## src/hw/rtl/lag_pkg.sv

```systemverilog
// ----------------------------------------------------------------------------
// Life automaton grid package
// Shared constants, item kind codes, state type and memory control struct.
// ----------------------------------------------------------------------------
package lag_pkg;

  // Fixed field widths of the item and result ports.
  localparam int CELL_W = 64;
  localparam int IDX_W  = 6;
  localparam int KIND_W = 2;

  // Default grid size (rows and columns).
  localparam int LAG_GRID_SIZE = 64;

  // B3/S23 rule constants.
  localparam int BIRTH_COUNT = 3;
  localparam int SURVIVE_LOW = 2;

  // Neighbor count width (eight neighbors at most).
  localparam int NBR_CNT_W = 4;

  // Item kind codes.
  localparam logic [KIND_W-1:0] KIND_WRITE = 2'd0;
  localparam logic [KIND_W-1:0] KIND_STEP  = 2'd1;
  localparam logic [KIND_W-1:0] KIND_READ  = 2'd2;

  typedef enum logic [1:0] {
    S_IDLE,
    S_READ,
    S_STEP,
    S_DONE
  } state_t;

  // Enables for the grid memory ports.
  typedef struct packed {
    logic wr_en;
    logic rd_en;
  } mem_ctl_t;

endpackage

```

## src/hw/rtl/lag_grid_mem.sv

```systemverilog
// ----------------------------------------------------------------------------
// Life automaton grid memory
// One row per entry, one write and one registered read port, row valid bits.
// ----------------------------------------------------------------------------
module lag_grid_mem
  import lag_pkg::*;
#(
  parameter int GRID_SIZE = LAG_GRID_SIZE,
  localparam int ROW_W    = $clog2(GRID_SIZE)
) (
  input  logic              clk,
  input  logic              rst_n,
  input  mem_ctl_t          mem_ctl,
  input  logic [ROW_W-1:0]  wr_addr,
  input  logic [CELL_W-1:0] wr_data,
  input  logic [ROW_W-1:0]  rd_addr,
  output logic [CELL_W-1:0] rd_data
);

  logic [CELL_W-1:0]    mem [GRID_SIZE];
  logic [GRID_SIZE-1:0] row_vld_r;
  logic [CELL_W-1:0]    mem_q_r;
  logic                 vld_q_r;

  // A row that was never written since reset reads as all dead.
  always_ff @(posedge clk) begin
    if (!rst_n) begin
      row_vld_r <= '0;
    end else if (mem_ctl.wr_en) begin
      row_vld_r[wr_addr] <= 1'b1;
    end
  end

  always_ff @(posedge clk) begin
    if (mem_ctl.wr_en) begin
      mem[wr_addr] <= wr_data;
    end
  end

  always_ff @(posedge clk) begin
    if (mem_ctl.rd_en) begin
      mem_q_r <= mem[rd_addr];
    end
  end

  always_ff @(posedge clk) begin
    if (!rst_n) begin
      vld_q_r <= 1'b0;
    end else if (mem_ctl.rd_en) begin
      vld_q_r <= row_vld_r[rd_addr];
    end
  end

  assign rd_data = vld_q_r ? mem_q_r : '0;

endmodule

```

## config.mk

```make
export PLATFORM = sky130hd
export DESIGN_NAME = lag_grid_mem
export DESIGN_NICKNAME = d
export VERILOG_FILES = /design/src/hw/rtl/lag_pkg.sv /design/src/hw/rtl/lag_grid_mem.sv
export SDC_FILE = /design/constraint.sdc
export NUM_CORES = 2
export LEC_CHECK = 0
export ABC_AREA = 1
export BUFFER_PORTS_ARGS = -buffer_cell sky130_fd_sc_hd__clkbuf_2
export CAP_MARGIN = 40
export CORE_ASPECT_RATIO = 0.8
export CORE_MARGIN = 4
export CORE_UTILIZATION = 30
export DETAILED_ROUTE_END_ITERATION = 8
export PLACE_DENSITY = 0.45
export SYNTH_ARGS = -nofsm -noshare
export SYNTH_HDL_FRONTEND = slang
export SYNTH_SLANG_ARGS = --single-unit
```

## constraint.sdc

```tcl
create_clock -name clk -period 11.05 [get_ports clk]
set_input_delay 1.105 -clock clk [delete_from_list [all_inputs] [get_ports clk]]
set_output_delay 1.105 -clock clk [all_outputs]
set_load 0.01 [all_outputs]
```

After elaboration in Yosys (flattened, before gate mapping)
Memory sizes are Yosys's and may differ from the RTL's. A register that Yosys moved wholly into a read port is not among the register bits.
Cells that the tools add are included.
Word-level totals
  bits in registers: 65
  bits in writable memories: 4096
  input port bits: 80
  output and inout port bits: 64
  logic and storage cells: 15
  memories: 1
Memories
  mem: depth 64, width 64, rd ports 1, clocked after memory_dff 1, wr ports 1, line lag_grid_mem.sv:20  | logic [CELL_W-1:0] mem [GRID_SIZE];
Operators by class
  order comparisons: 3
  multiplexer cells: 7
  bitwise operators: 1
  reductions and logical operators: 1
Operator list (number)
  2-to-1 mux 64 bit: 1
  bitwise OR 64 bit: 1
  less-than comparator 6 x 7 -> 1 bit, second input constant: 2
  binary-select mux 1 bit (select 6 bit): 1
  demux 1 bit (select 6 bit): 1
  greater-or-equal comparator 6 x 1 -> 1 bit, second input constant: 1
  2-to-1 mux 1 bit: 4
  logical AND 1 bit: 1

Depth between registers and ports, before layout
  depth after elaboration: 5
  depth in mapped cells: 15
  gate-level depth less buffers: 11

Worst setup path after synthesis
Ideal clock, no wire load.
  kind: input to register
  from: input mem_ctl[1] in the netlist's numbering
  to: memory mem[55][0] (enable)
  setup time: 0.488 ns
  arrival time: 4.338 ns
  data required time: 10.562 ns
  setup slack: 6.224 ns
  cell stages on the path: 4
  path buffers: 0
  path through: clkinv_1 > nor3_1 > inv_1 > nor2_1
Between the ends
  word-level cells in the longest chain between the ends: 2
RTL lines
  start: declaration: line lag_grid_mem.sv:13  | input mem_ctl_t mem_ctl,
  2-to-1 mux 1 bit: line lag_grid_mem.sv:35  | if (mem_ctl.wr_en) begin
  2-to-1 mux 1 bit (not written as such): line lag_grid_mem.sv:36  | mem[wr_addr] <= wr_data;
  end: declaration: line lag_grid_mem.sv:20
Every way passes these cells.

==> impl_metrics.ini <==
[synthesis]
ys_seq_area_frac = 0.763
synth_top_family_by_area = simple AND/OR/NAND/NOR gates
synth-seq-cells = 4225
synthSimpleGateAreaFrac = 0.113
muxShareOfSynthArea = 0
synthDistinctLibCells = 19
syn_area_per_cell_um2 = 12.8
netlist_instances = 13000
synth_xor_area_frac = 0
synth_compound_area_frac = 0.0982
synth_nets = 13000
synthAdderAreaFrac = 0
ys_warn_count = 0
syn_area_um2 = 166000

[critical_path]
critical_path_class = in -> reg
r2r_slack_ns = 9.10
crit_arrival_ns = 5.25
critPathBufInv = 5
r2r_end = mem_q_r[17]
r2r-start = mem[61][17]
critPathMaxFanout = 213
crit_path_frequent_cell = nand2_1
end_kind = flop
required_ns = 11.97
crit_chain = buf_12 > inv_16 > buf_16 > buf_12 > buf_4 > o21ai_0 > o22ai_1 > nand2_1 > nand3_1 > nand3_1 > nand2_1 > nand2_1 > nand2_1
crit_slowest_cell = buf_4
start_kind = primary input
rr_worst_depth = 8
worst_path_largest_cell_delay_ns = 0.75
path_delay_family = buffers and inverters

[clocking]
cts_max_level = 5
worstSkewPairLatency_ns = 1.05
cts_resized = 0
path_clk_slew_ns = 0.06
cts_setup_buffers = 0
cts_num_sinks = 4225
cts_root_buf = clkbuf_16
cts_tree = done
ctsHoldBuffers = 0
cts_buffers = 431
clk_path_buf_depth = 4

[global_routing]
antenna_found_initial = 78
grt_overflow_total = 0
grt_max_degree = 215
grt_pass1_wl_um = 841000
track_usage = 0.208
grt_pass1_vias = 101000

[sta]
setup_tns_ns = 0
rsz0062_at_grt = no
min_period_ns = 4.33
setup_viol = 0
tightestPinTransition_ns = 1.25
slew_violations = 0
worst_clock_skew_ns = 0.0516
finalCritPeriodShare = 0.392
hold_viol = 0
max_freq_mhz = 231
slew_headroom = 0.166

[route]
drt_iter0_markers = 12300
drc = 0
num_vias = 109000
postRouteAntennaNets = 0
post_drt_wl_per_cell_um = 29.5
first_pass_iters = 6
wl_um = 612000
viasPerCell = 5.26

[die]
die_w_um = 838
initial_core_util = 0.302
core_area_um2 = 549000
io_pins = 144
die_h_um = 672
die_area_um2 = 564000
rows = 243

[final_layout]
final_cells = 20800
fillers = 53400
area_delta_synth_final_pct = 15.5
nNetsFinal = 13100
finalInstanceArea_um2 = 191000
drive_above_1_share = 0.0904

[placed_design]
dp_hpwl_um = 324000
placed_cell_area_um2 = 178000
io_buffers = 143
dp.cells = 20000
gp_congestion = 0.754

[pwr]
ir_drop_mv = 0.133
total_leakage_power_nw = 62.1
p_per_area_nw_per_um2 = 179

[worst_hold_path]
min_to = row_vld_r[24]
min_from = row_vld_r[24]
min_path_cells = 2
hold_path.class = reg -> reg

[job]
drv_cap = 0

[outcome]
run_status = finished, final reports clean
state kept, by name (all words and copies together), names as in the netlist:
| register | cells |
|---|---|
| mem | 4096 |
| mem_q_r | 64 |
| row_vld_r | 64 |
| vld_q_r | 1 |
Yosys cell counts:
master / n / area, um^2
nor2_1: 2124 / 7970
clkbuf_1: 604 / 2270
buf_6: 3 / 33.8
a21oi_1: 64 / 320
nand2_1: 1543 / 5790
buf_4: 9 / 67.6
buf_1: 72 / 270
edfxtp_1: 4160 / 125000
clkinv_1: 1 / 3.75
buf_2: 233 / 1170
inv_2: 2 / 7.51
nor3_1: 14 / 70.1
o21ai_0: 1983 / 9920
o21ai_1: 1 / 5.00
nand3_1: 957 / 4790
o22ai_1: 960 / 6010
inv_4: 1 / 6.26
dfxtp_1: 65 / 1300
inv_1: 162 / 608
per-layer routing:
metal	vias up	wire length, um	GRT usage
li1	47700	-	-
met5	-	137	0
met1	56700	277000	0.306
met3	726	43000	0.0325
met4	20	14200	0.0459
met2	4103	277000	0.326
report_power, final:
part	total (mW)	internal [mW]	switching, mW
registers	17.8	17.7	0.0894
clock network	14.4	8.05	6.39
logic	1.99	0.492	1.49
total	34.2	26.3	7.98
how the worst max path moves through the flow:
stage / startpoint / to / slack (ns) / cells past startpoint
2_1_floorplan: mem_ctl[1] / mem[55][0] / 6.22 / 4
3_3_place_gp: rd_addr[0] / mem_q_r[54] / 5.79 / 12
3_5_place_dp: rd_addr[2] / mem_q_r[54] / 5.84 / 11
4_1_cts: vld_q_r / rd_data[41] / 6.66 / 4
5_1_grt: rd_addr[0] / mem_q_r[44] / 6.66 / 13
6_report: rd_addr[0] / mem_q_r[51] / 6.72 / 13
kinds of logic (layout without fill, tap and decap cells):
kind of cell / after synthesis / count (layout)
compound gates: 3008 / 3008
buf+inv: 1087 / 1509
flops: 4225 / 4225
other cells: 0 / 21
simple gates: 4638 / 4638
worst min-delay path, cell delays in order (launching register included):
cell and delay (ns):
dfxtp_1 0.32, nor2_1 0.05, nor2_1 0.07
cell type report:
cell class | count | area, um^2 | share of cell area
clock buffer | 548 | 11400 | 0.0597
multi-input combinational | 7646 | 35400 | 0.185
inverter | 166 | 674 | 0.00353
timing repair buffer | 569 | 6280 | 0.0328
antenna | 21 | 52.6 | 0.000275
clock inverter | 226 | 2050 | 0.0107
tap | 7350 | 9200 | 0.0481
sequential | 4225 | 126000 | 0.660
cell usage in the layout, fill, tap and decap left out, types with 79 or more instances in the layout:
cell type,n
nand3_1,957
clkinv_1,100
edfxtp_1,4160
nand2_1,1543
o22ai_1,960
nor2_1,2060
buf_4,282
o21ai_0,1983
buf_12,79
inv_1,158
clkbuf_1,106
clkbuf_2,136
clkbuf_16,439
through the flow:
step | util | hold slack [ns] | setup slack, ns | power (mW)
after floorplan | - | 0.440 | 6.22 | 19.2
after global placement | 0.319 | 0.449 | 5.79 | 20.1
after detailed placement | 0.324 | 0.458 | 5.84 | 20.2
after CTS | 0.348 | 0.439 | 6.66 | 34.5
after global routing | 0.348 | 0.482 | 6.66 | 35.4
final | 0.349 | 0.471 | 6.72 | 34.2
Power figures use the tool's default switching activity.
