File: src/hw/rtl/lag_pkg.sv
// ----------------------------------------------------------------------------
// Life automaton grid package
// Shared constants, item kind codes, state type and memory control struct.
// ----------------------------------------------------------------------------
package lag_pkg;

  // Fixed field widths of the item and result ports.
  localparam int CELL_W = 64;
  localparam int IDX_W  = 6;
  localparam int KIND_W = 2;

  // Default grid size (rows and columns).
  localparam int LAG_GRID_SIZE = 64;

  // B3/S23 rule constants.
  localparam int BIRTH_COUNT = 3;
  localparam int SURVIVE_LOW = 2;

  // Neighbor count width (eight neighbors at most).
  localparam int NBR_CNT_W = 4;

  // Item kind codes.
  localparam logic [KIND_W-1:0] KIND_WRITE = 2'd0;
  localparam logic [KIND_W-1:0] KIND_STEP  = 2'd1;
  localparam logic [KIND_W-1:0] KIND_READ  = 2'd2;

  typedef enum logic [1:0] {
    S_IDLE,
    S_READ,
    S_STEP,
    S_DONE
  } state_t;

  // Enables for the grid memory ports.
  typedef struct packed {
    logic wr_en;
    logic rd_en;
  } mem_ctl_t;

endpackage

File: src/hw/rtl/lag_cell_lane.sv
// ----------------------------------------------------------------------------
// Life automaton cell lane
// Applies the B3/S23 rule to one cell from its eight neighbors.
// ----------------------------------------------------------------------------
module lag_cell_lane
  import lag_pkg::*;
(
  input  logic       self_cell,
  input  logic [7:0] nbr_cells,
  output logic       next_cell
);

  logic [NBR_CNT_W-1:0] nbr_cnt;

  always_comb begin
    nbr_cnt = '0;
    for (int i = 0; i < 8; i++) begin
      nbr_cnt = nbr_cnt + NBR_CNT_W'(nbr_cells[i]);
    end
  end

  assign next_cell = (nbr_cnt == NBR_CNT_W'(BIRTH_COUNT)) ||
                     (self_cell && (nbr_cnt == NBR_CNT_W'(SURVIVE_LOW)));

endmodule

File: src/hw/rtl/lag_row_engine.sv
// ----------------------------------------------------------------------------
// Life automaton row engine
// One cell lane per column; the lane outputs are merged into the new row.
// ----------------------------------------------------------------------------
module lag_row_engine
  import lag_pkg::*;
#(
  parameter int GRID_SIZE = LAG_GRID_SIZE
) (
  input  logic [CELL_W-1:0] prev_row,
  input  logic [CELL_W-1:0] cur_row,
  input  logic [CELL_W-1:0] next_row,
  output logic [CELL_W-1:0] new_row
);

  genvar c;
  generate
    for (c = 0; c < GRID_SIZE; c++) begin : g_lane
      logic [7:0] nbr;
      logic       west_p, west_c, west_n;
      logic       east_p, east_c, east_n;

      // Columns outside the grid count as dead.
      if (c > 0) begin : g_west
        assign west_p = prev_row[c-1];
        assign west_c = cur_row[c-1];
        assign west_n = next_row[c-1];
      end else begin : g_west_edge
        assign west_p = 1'b0;
        assign west_c = 1'b0;
        assign west_n = 1'b0;
      end

      if (c < GRID_SIZE - 1) begin : g_east
        assign east_p = prev_row[c+1];
        assign east_c = cur_row[c+1];
        assign east_n = next_row[c+1];
      end else begin : g_east_edge
        assign east_p = 1'b0;
        assign east_c = 1'b0;
        assign east_n = 1'b0;
      end

      assign nbr = {west_p, prev_row[c], east_p, west_c, east_c,
                    west_n, next_row[c], east_n};

      lag_cell_lane u_lane (
        .self_cell (cur_row[c]),
        .nbr_cells (nbr),
        .next_cell (new_row[c])
      );
    end

    for (c = GRID_SIZE; c < CELL_W; c++) begin : g_unused
      assign new_row[c] = 1'b0;
    end
  endgenerate

endmodule

File: config.mk
export PLATFORM = sky130hd
export DESIGN_NAME = lag_row_engine
export DESIGN_NICKNAME = d
export VERILOG_FILES = /design/src/hw/rtl/lag_pkg.sv /design/src/hw/rtl/lag_cell_lane.sv /design/src/hw/rtl/lag_row_engine.sv
export SDC_FILE = /design/constraint.sdc
export NUM_CORES = 1
export LEC_CHECK = 0
export BUFFER_PORTS_ARGS = -buffer_cell sky130_fd_sc_hd__buf_2
export CAP_MARGIN = 15
export CORE_MARGIN = 2
export CORE_UTILIZATION = 35
export DETAILED_ROUTE_END_ITERATION = 6
export GPL_ROUTABILITY_DRIVEN = 0
export PLACE_DENSITY_LB_ADDON = 0.3
export SLEW_MARGIN = 5
export SYNTH_ARGS = -nofsm -noshare
export SYNTH_HDL_FRONTEND = slang
export SYNTH_SLANG_ARGS = --single-unit
File: constraint.sdc
create_clock -name vclk -period 3.92
set_input_delay 0.588 -clock vclk [all_inputs]
set_output_delay 0.588 -clock vclk [all_outputs]
set_load 0.05 [all_outputs]
* Word level (Yosys, flattened, before mapping)
Cells that the tools add are included.
** Cells by class
- Multipliers :: 0
- Add/sub/neg operators :: 441
- Div/mod/pow operators :: 0
- Bitwise logic cells :: 0
- Equal/unequal tests :: 128
- Shift-type cells :: 0
- $lt $le $gt $ge :: 0
- Mux-type cells :: 0
- Reductions and logical operators :: 128
** Operator list (count)
- adder 4 x 1 -> 4 bit :: 378
- equality test 4 x 2 -> 1 bit, second input constant :: 128
- adder 1 x 1 -> 2 bit :: 63
- logical AND 1 bit :: 64
- logical OR 1 bit :: 64
** Word-level totals
- Latch bits :: 0
- Logic and storage cells :: 697
- ROM bits :: 0
- Memories kept :: 0
- Output and inout bits :: 64
- Input bits :: 192
- Memory bits (writable) :: 0
- Register bits :: 0

* Logic depth before layout (Yosys ltp)
Gate-level depths: netlist of run 1.
- Word-level depth :: 10
- Gate-level depth with buffers :: 12

* By module
A second synthesis of run 1 with hierarchy kept.
** Second synthesis, totals
- Cell total of the unflattened synthesis :: 1473
- Area total of the unflattened synthesis :: 12425.7 um^2
** Modules (own cells, without submodules)
- lag_cell_lane at g_lane[0].u_lane ... :: times used 38, cells each 23, area each 200.2 um^2, sequential area each 0.0 um^2
- lag_cell_lane at g_lane[23].u_lane ... :: times used 26, cells each 23, area each 185.2 um^2, sequential area each 0.0 um^2
- lag_row_engine :: times used 1, cells each 1, area each 3.8 um^2, sequential area each 0.0 um^2

* Least setup slack after synthesis of run 1
Ideal clock, no wire load.
- Path kind :: input -> output
- Start :: in next_row[62]
- End :: out new_row[62]
- Required time :: 3.332 ns
- Buffers on the path :: 1
- Arrival time :: 3.154 ns
- Stages :: 10
- Slack :: 0.178 ns
- Path through :: ha_1 > inv_1 > fa_1 > fa_1 > inv_1 > fa_1 > inv_1 > fa_1 > a211oi_1 > buf_4
** Between the ends
- Cells in the longest elaborated chain, start to end :: 10
- Elaborated cells on any way between the ends :: 11
** RTL lines
- from (decl) :: RTL line lag_row_engine.sv:12 : input logic [CELL_W-1:0] next_row,
- adder 1 x 1 -> 2 bit * :: RTL line lag_cell_lane.sv:18 : nbr_cnt = nbr_cnt + NBR_CNT_W'(nbr_cells[i]);
- adder 4 x 1 -> 4 bit * (6 in a row) :: RTL line lag_cell_lane.sv:18
- equality test 4 x 2 -> 1 bit :: RTL line lag_cell_lane.sv:23 : (self_cell && (nbr_cnt == NBR_CNT_W'(SURVIVE_LOW)));
- logical AND 1 bit :: RTL line lag_cell_lane.sv:23
- logical OR 1 bit * :: RTL line lag_cell_lane.sv:22 : assign next_cell = (nbr_cnt == NBR_CNT_W'(BIRTH_COUNT)) ||
- to (decl) :: RTL line lag_row_engine.sv:13 : output logic [CELL_W-1:0] new_row
Mark *: on every way between the ends. The rest lies on a longest branch, timed or not.

* Worst setup path after layout of run 1
- Start :: in next_row[49]
- End :: out new_row[48]
Same word-level chain as after synthesis.

==> results of run 1 <==
-- placed cells by master (no fill, tap or decap), drive strengths merged --
master	n
nor3	36
nand3b	5
a211oi	11
a21oi	5
ha	189
a31oi	51
buf	298
nor2b	36
nor2	94
inv	581
a2111oi	15
nand2	51
diode	3
a211o	6
fa	252
nor3b	2
o22ai	6
nand2b	5
-- repair_timing --
| item | in CTS | in global routing |
|---|---|---|
| pin swaps | 44 | 80 |
| setup buffers | 0 | 2 |
| endpoints found under the setup margin | 62 | 62 |
| gates resized for setup | 225 | 260 |
-- worst min path at each step --
stage / end / slack (ns) / depth (start not counted)
after CTS: new_row[13] / 1.63 / 4
after detailed placement: new_row[0] / 1.63 / 4
after global routing: new_row[13] / 1.65 / 4
final: new_row[13] / 1.62 / 4
after global placement: new_row[0] / 1.62 / 4
after floorplan: new_row[11] / 1.47 / 3
-- cells by family (layout without fill, tap and decap cells) --
family	Yosys count	after routing
AO/OA/AOI/OAI	94	94
adder cells (fa/ha/maj)	441	441
buffers and inverters	645	879
other	0	3
AND/OR/NAND/NOR	229	229
-- layer usage --
metal	part of all wire (%)	track usage, %	up-vias
met5	0.061	0	-
met4	1.8	2.362	2
met3	3.3	1.142	39
met2	53	28.32	162
met1	42	19.12	4470
li1	-	-	4501
-- report_power, final --
| part | leakage [nW] | switching [mW] | total (mW) | internal, mW |
|---|---|---|---|---|
| logic | 8.41 | 2.73 | 4.77 | 2.04 |
| registers | 0 | 0 | 0 | 0 |
| clock network | 0.0000190 | 0 | 0.000000103 | 0.000000103 |
-- cell type report --
class,count,area share [%]
Timing Repair Buffer,298,15.44
Inverter,581,14.15
Antenna cell,3,0.04871
Tap cell,448,3.637
Multi-Input combinational cell,764,66.72
==> flow_metrics.py, run 1 <==
metrics = {
    "status": {
        "status": "finished with violations",
        "violations": "setup timing",
    },
    "sta": {
        "setup_ws_ns": -0.05862,
        "relSlewSlack_pct": 77.14,
        "hold_slack_ns": 1.618,
        "rsz0062_at_grt": "yes",
        "fin_crit_sh_pct": 101.5,
        "tightest_slew_ns": 0.3429,
        "hold_viol": 0,
        "slew_viol_final": 0,
        "fin_tns_setup_ns": -0.07181,
        "fmax_ghz": 0.2513,
        "setup_violations": 4,
        "period_needed_ns": 3.979,
    },
    "power_and_ir_drop": {
        "p_total_mw": 4.769,
        "leakage_nw": 8.407,
        "peakVddDrop_uv": 174.8,
        "powerDensity_nw_per_um2": 309.4,
    },
    "yosys": {
        "synth_commonest_cells": "581 x inv_1, 252 x fa_1, 189 x ha_1",
        "synth_top_cell_by_area": "fa_1",
        "synthesis.area_um2": 11850,
        "synth_top_family_by_area": "adder cells",
        "yosysMostFrequentCell": "inv_1",
        "synth_fa_ha_area_share_pct": 62.55,
        "synthCells": 1409,
        "synth_compound_area_share_pct": 6.263,
        "syn-num-nets": 2042,
        "synth.area.mux_share_pct": 0,
        "synthSimpleGateAreaFrac_pct": 8.724,
        "yosysSeqAreaShare_pct": 0,
        "ys.warnings.count": 0,
        "synth_area_leaders": "fa_1 43%, ha_1 20%, inv_1 18%, buf_4 4.1%, nor2_1 3.0%",
        "synth-xor-area-share_pct": 0,
        "syn_area_per_cell_um2": 8.408,
        "yosys.cell_types.count": 17,
        "synth_top_area_share_pct": 42.59,
    },
    "grt": {
        "antenna_found_initial": 4,
        "overflow": 0,
        "grt_pass1_vias": 10130,
        "grt_use_total_pct": 15.06,
        "grt_pass1_wl_um": 45370,
        "grt_max_degree": 4,
    },
    "die": {
        "io_pins": 256,
        "die_x_um": 188.0,
        "die-area_um2": 35330,
        "start_util_pct": 35.42,
        "core-area_um2": 33450,
        "rows": 67,
        "die_h_um": 188.0,
    },
    "worst_hold_path": {
        "hold_path.class": "input port to primary output",
        "min_from": "cur_row[13]",
    },
    "critical_path": {
        "critPathMostFrequentCell": "fa_1",
        "path_cells": "buf_8 > ha_4 > inv_2 > fa_1 > fa_1 > inv_1 > fa_2 > inv_2 > fa_1 > a2111oi_4 > buf_6",
        "cp_num_buf_inv": 5,
        "critPathRequiredTime_ns": 3.33,
        "critPathMaxFanout": 3,
        "cp_slowest_cell": "fa_1",
        "cp-startpoint": "next_row[49]",
        "cp_slowest_stage_delay_ns": 0.49,
        "cp_num_cells": 11,
        "critical_path.top_delay_family": "adder cells",
        "worstSetupEndpointType": "primary output",
        "cp.arrival_ns": 3.39,
        "path_class": "input port to primary output",
        "start_kind": "input port",
        "crit_path_end": "new_row[48]",
    },
    "final_layout": {
        "nets": 2278,
        "numSequentialCells": 0,
        "n_clock_buffer": 0,
        "final_core_util_pct": 46.08,
        "ff_latch_area_um2": 0,
        "area_growth_pct": 30.10,
        "final_cells": 2094,
        "drive_above_1_share_pct": 35.73,
        "fillers": 3243,
        "multiInputGateArea_um2": 10280,
        "final_cell_area_um2": 15410,
    },
    "clocking": {
        "cts_hold_buf": 0,
    },
    "drt": {
        "viasPerCell": 4.381,
        "drt_iter0_markers": 151,
        "drt-total-wl_um": 26380,
        "ant_nets": 0,
        "route.detailed.drc": 0,
        "detail_route.first_pass.iterations": 4,
        "num_vias": 9174,
        "wire_per_inst_um": 12.60,
    },
    "placed_design": {
        "place_ws_ns": -0.2296,
        "port-buffer-count": 256,
        "dp_cells": 2089,
        "hpwl_um": 24120,
        "dpl_cell_area_um2": 13660,
    },
    "job": {
        "drv_cap": 0,
    },
}
Power figures use the tool's default switching activity.
==> run 2, diff against run 1 <==
ABC_AREA = 1   (was unset)
==> run 2 against run 1 <==
Against the previous run:
- the run still ends with setup timing left
- first-iteration DRC count is 30% higher
- die area rose by 8.0%
- core utilization decreased by 0.76 points
- critical path type unchanged
- largest cell class unchanged
- highest routed layer is now met4
==> flow_metrics.py, run 2 <==
metrics = {
    "critical_path": {
        "critPathRequiredTime_ns": 3.33,
        "cp_slowest_cell": "fa_1",
        "cp_num_buf_inv": 7,
        "path_class": "input port to primary output",
        "path_cells": "buf_8 > ha_4 > inv_2 > fa_1 > fa_1 > inv_2 > fa_2 > inv_2 > fa_1 > inv_1 > nand2_1 > nor2_1 > nand2_1 > inv_2 > buf_8",
        "critPathMostFrequentCell": "inv_2",
        "critPathMaxFanout": 3,
        "start_kind": "input port",
        "cp_slowest_stage_delay_ns": 0.52,
        "cp_num_cells": 15,
        "worstSetupEndpointType": "primary output",
        "critical_path.top_delay_family": "adder cells",
        "cp.arrival_ns": 3.35,
    },
    "power_and_ir_drop": {
        "leakage_nw": 9.928,
        "peakVddDrop_uv": 221.2,
        "powerDensity_nw_per_um2": 299.4,
    },
    "yosys": {
        "yosysSeqAreaShare_pct": 0,
        "yosys.cell_types.count": 10,
        "synthesis.area_um2": 12820,
        "synthCells": 1777,
        "ys.warnings.count": 0,
        "yosysMostFrequentCell": "inv_1",
        "synth_top_area_share_pct": 39.36,
        "syn-num-nets": 2410,
        "synth_area_leaders": "fa_1 39%, inv_1 23%, ha_1 18%, nand2_1 7.8%, buf_4 3.7%",
        "syn_area_per_cell_um2": 7.214,
        "synth_commonest_cells": "797 x inv_1, 268 x nand2_1, 252 x fa_1",
        "synth_top_cell_by_area": "fa_1",
    },
    "sta": {
        "tightest_slew_ns": 0.2474,
        "setup_violations": 3,
        "rsz0062_at_grt": "yes",
        "period_needed_ns": 3.937,
        "slew_viol_final": 0,
        "fin_crit_sh_pct": 100.4,
        "fin_tns_setup_ns": -0.04598,
        "hold_viol": 0,
        "fmax_ghz": 0.2540,
        "relSlewSlack_pct": 83.62,
        "setup_ws_ns": -0.01684,
    },
    "placed_design": {
        "hpwl_um": 26430,
        "dp_cells": 2477,
        "port-buffer-count": 256,
    },
    "grt": {
        "grt_pass1_vias": 11130,
        "grt_use_total_pct": 15.09,
        "overflow": 0,
        "grt_max_degree": 4,
        "antenna_found_initial": 3,
        "grt_pass1_wl_um": 48960,
    },
    "worst_hold_path": {
        "hold_path.class": "input port to primary output",
        "worstHoldPathCells": 4,
    },
    "die": {
        "die-area_um2": 38170,
        "start_util_pct": 35.27,
        "rows": 70,
        "io_pins": 256,
        "core-area_um2": 36350,
        "die_h_um": 195.4,
        "die_x_um": 195.4,
    },
    "drt": {
        "wl_met2_um": 14890,
        "route.detailed.drc": 0,
        "wire_per_inst_um": 11.33,
        "ant_nets": 0,
        "drt-total-wl_um": 28190,
        "num_vias": 10330,
        "met3_length_um": 701,
        "top_layer": "met4",
        "detail_route.first_pass.iterations": 4,
        "drt_iter0_markers": 196,
        "viasPerCell": 4.152,
        "wirelength_met1_um": 12150,
    },
    "final_layout": {
        "n_clock_buffer": 0,
        "ff_latch_area_um2": 0,
        "layout_commonest_cell": "inv_1",
        "final_cell_mix": "645 x inv_1, 267 x nand2_1, 190 x fa_1",
        "nets": 2653,
        "area_growth_pct": 28.51,
        "numSequentialCells": 0,
        "final_cells": 2489,
        "drive_above_1_share_pct": 29.48,
    },
    "job": {
        "drv_cap": 0,
    },
    "clocking": {
        "cts_hold_buf": 0,
    },
    "status": {
        "violations": "setup timing",
        "status": "finished with violations",
    },
}
==> run 2: area by class of cell <==
class	count	area, um2
fillers	3613	19870
multi-input cells	916	10230
inverters	797	2992
repair buffers	305	2660
well taps	468	585.6
diodes	3	7.507
==> run 2: what timing repair did <==
action                                  4_1_cts  5_1_grt
endpoints found under the setup margin       62       62
setup buffers                                 2        7
pin swaps                                    66      104
resized for setup                           318      272
==> run 2: where the power goes <==
| part | internal (mW) | switching [mW] |
|---|---|---|
| Clock | 0.000000102 | 0 |
| Sequential | 0 | 0 |
| Combinational | 2.05 | 2.88 |
| Total | 2.05 | 2.88 |
==> run 2: tightest hold or removal path, delay by kind of cell <==
family          cells  cell delay, ns
buf+inv             2            0.32
compound gates      1            0.14
simple gates        1            0.04
==> run 2: kinds of logic (layout without fill, tap and decap cells) <==
family / after synthesis / in the layout / share of synthesized area, %
and+or+nand+nor: 452 / 452 / 14.21
adders and majority gates: 441 / 441 / 57.80
buffers and inverters: 861 / 1102 / 27.09
AOI/OAI and AO/OA: 23 / 23 / 0.8980
other: 0 / 3 / 0
==> run 2: path summary, 6_finish.rpt <==
kind / start / endpoint / slack [ns]
max: next_row[26] / new_row[25] / -0.02
min: cur_row[0] / new_row[0] / 1.67
==> run 2: through the flow <==
| stage | power [mW] | util, % | hold WS [ns] | setup slack, ns | cell area, um2 |
|---|---|---|---|---|---|
| finish | 4.932 | 45.32 | 1.669 | -0.01684 | 16470 |
| global route | 5.634 | 45.32 | 1.676 | -0.1591 | 16470 |
| CTS | 4.732 | 42.62 | 1.676 | -0.07758 | 15490 |
| detailed placement | 4.216 | 40.03 | 1.677 | -0.2728 | 14550 |
| global placement | 4.050 | 40.03 | 1.665 | -0.2254 | 14550 |
| floorplan | 3.511 | - | 1.495 | 0.1772 | 12820 |
==> run 2: per-layer routing <==
layer | vias to the layer above | global-route usage, %
li1 | 5247 | -
met1 | 4898 | 18.78
met2 | 153 | 29.13
met3 | 36 | 0.9326
met4 | 0 | 2.092
met5 | - | 0
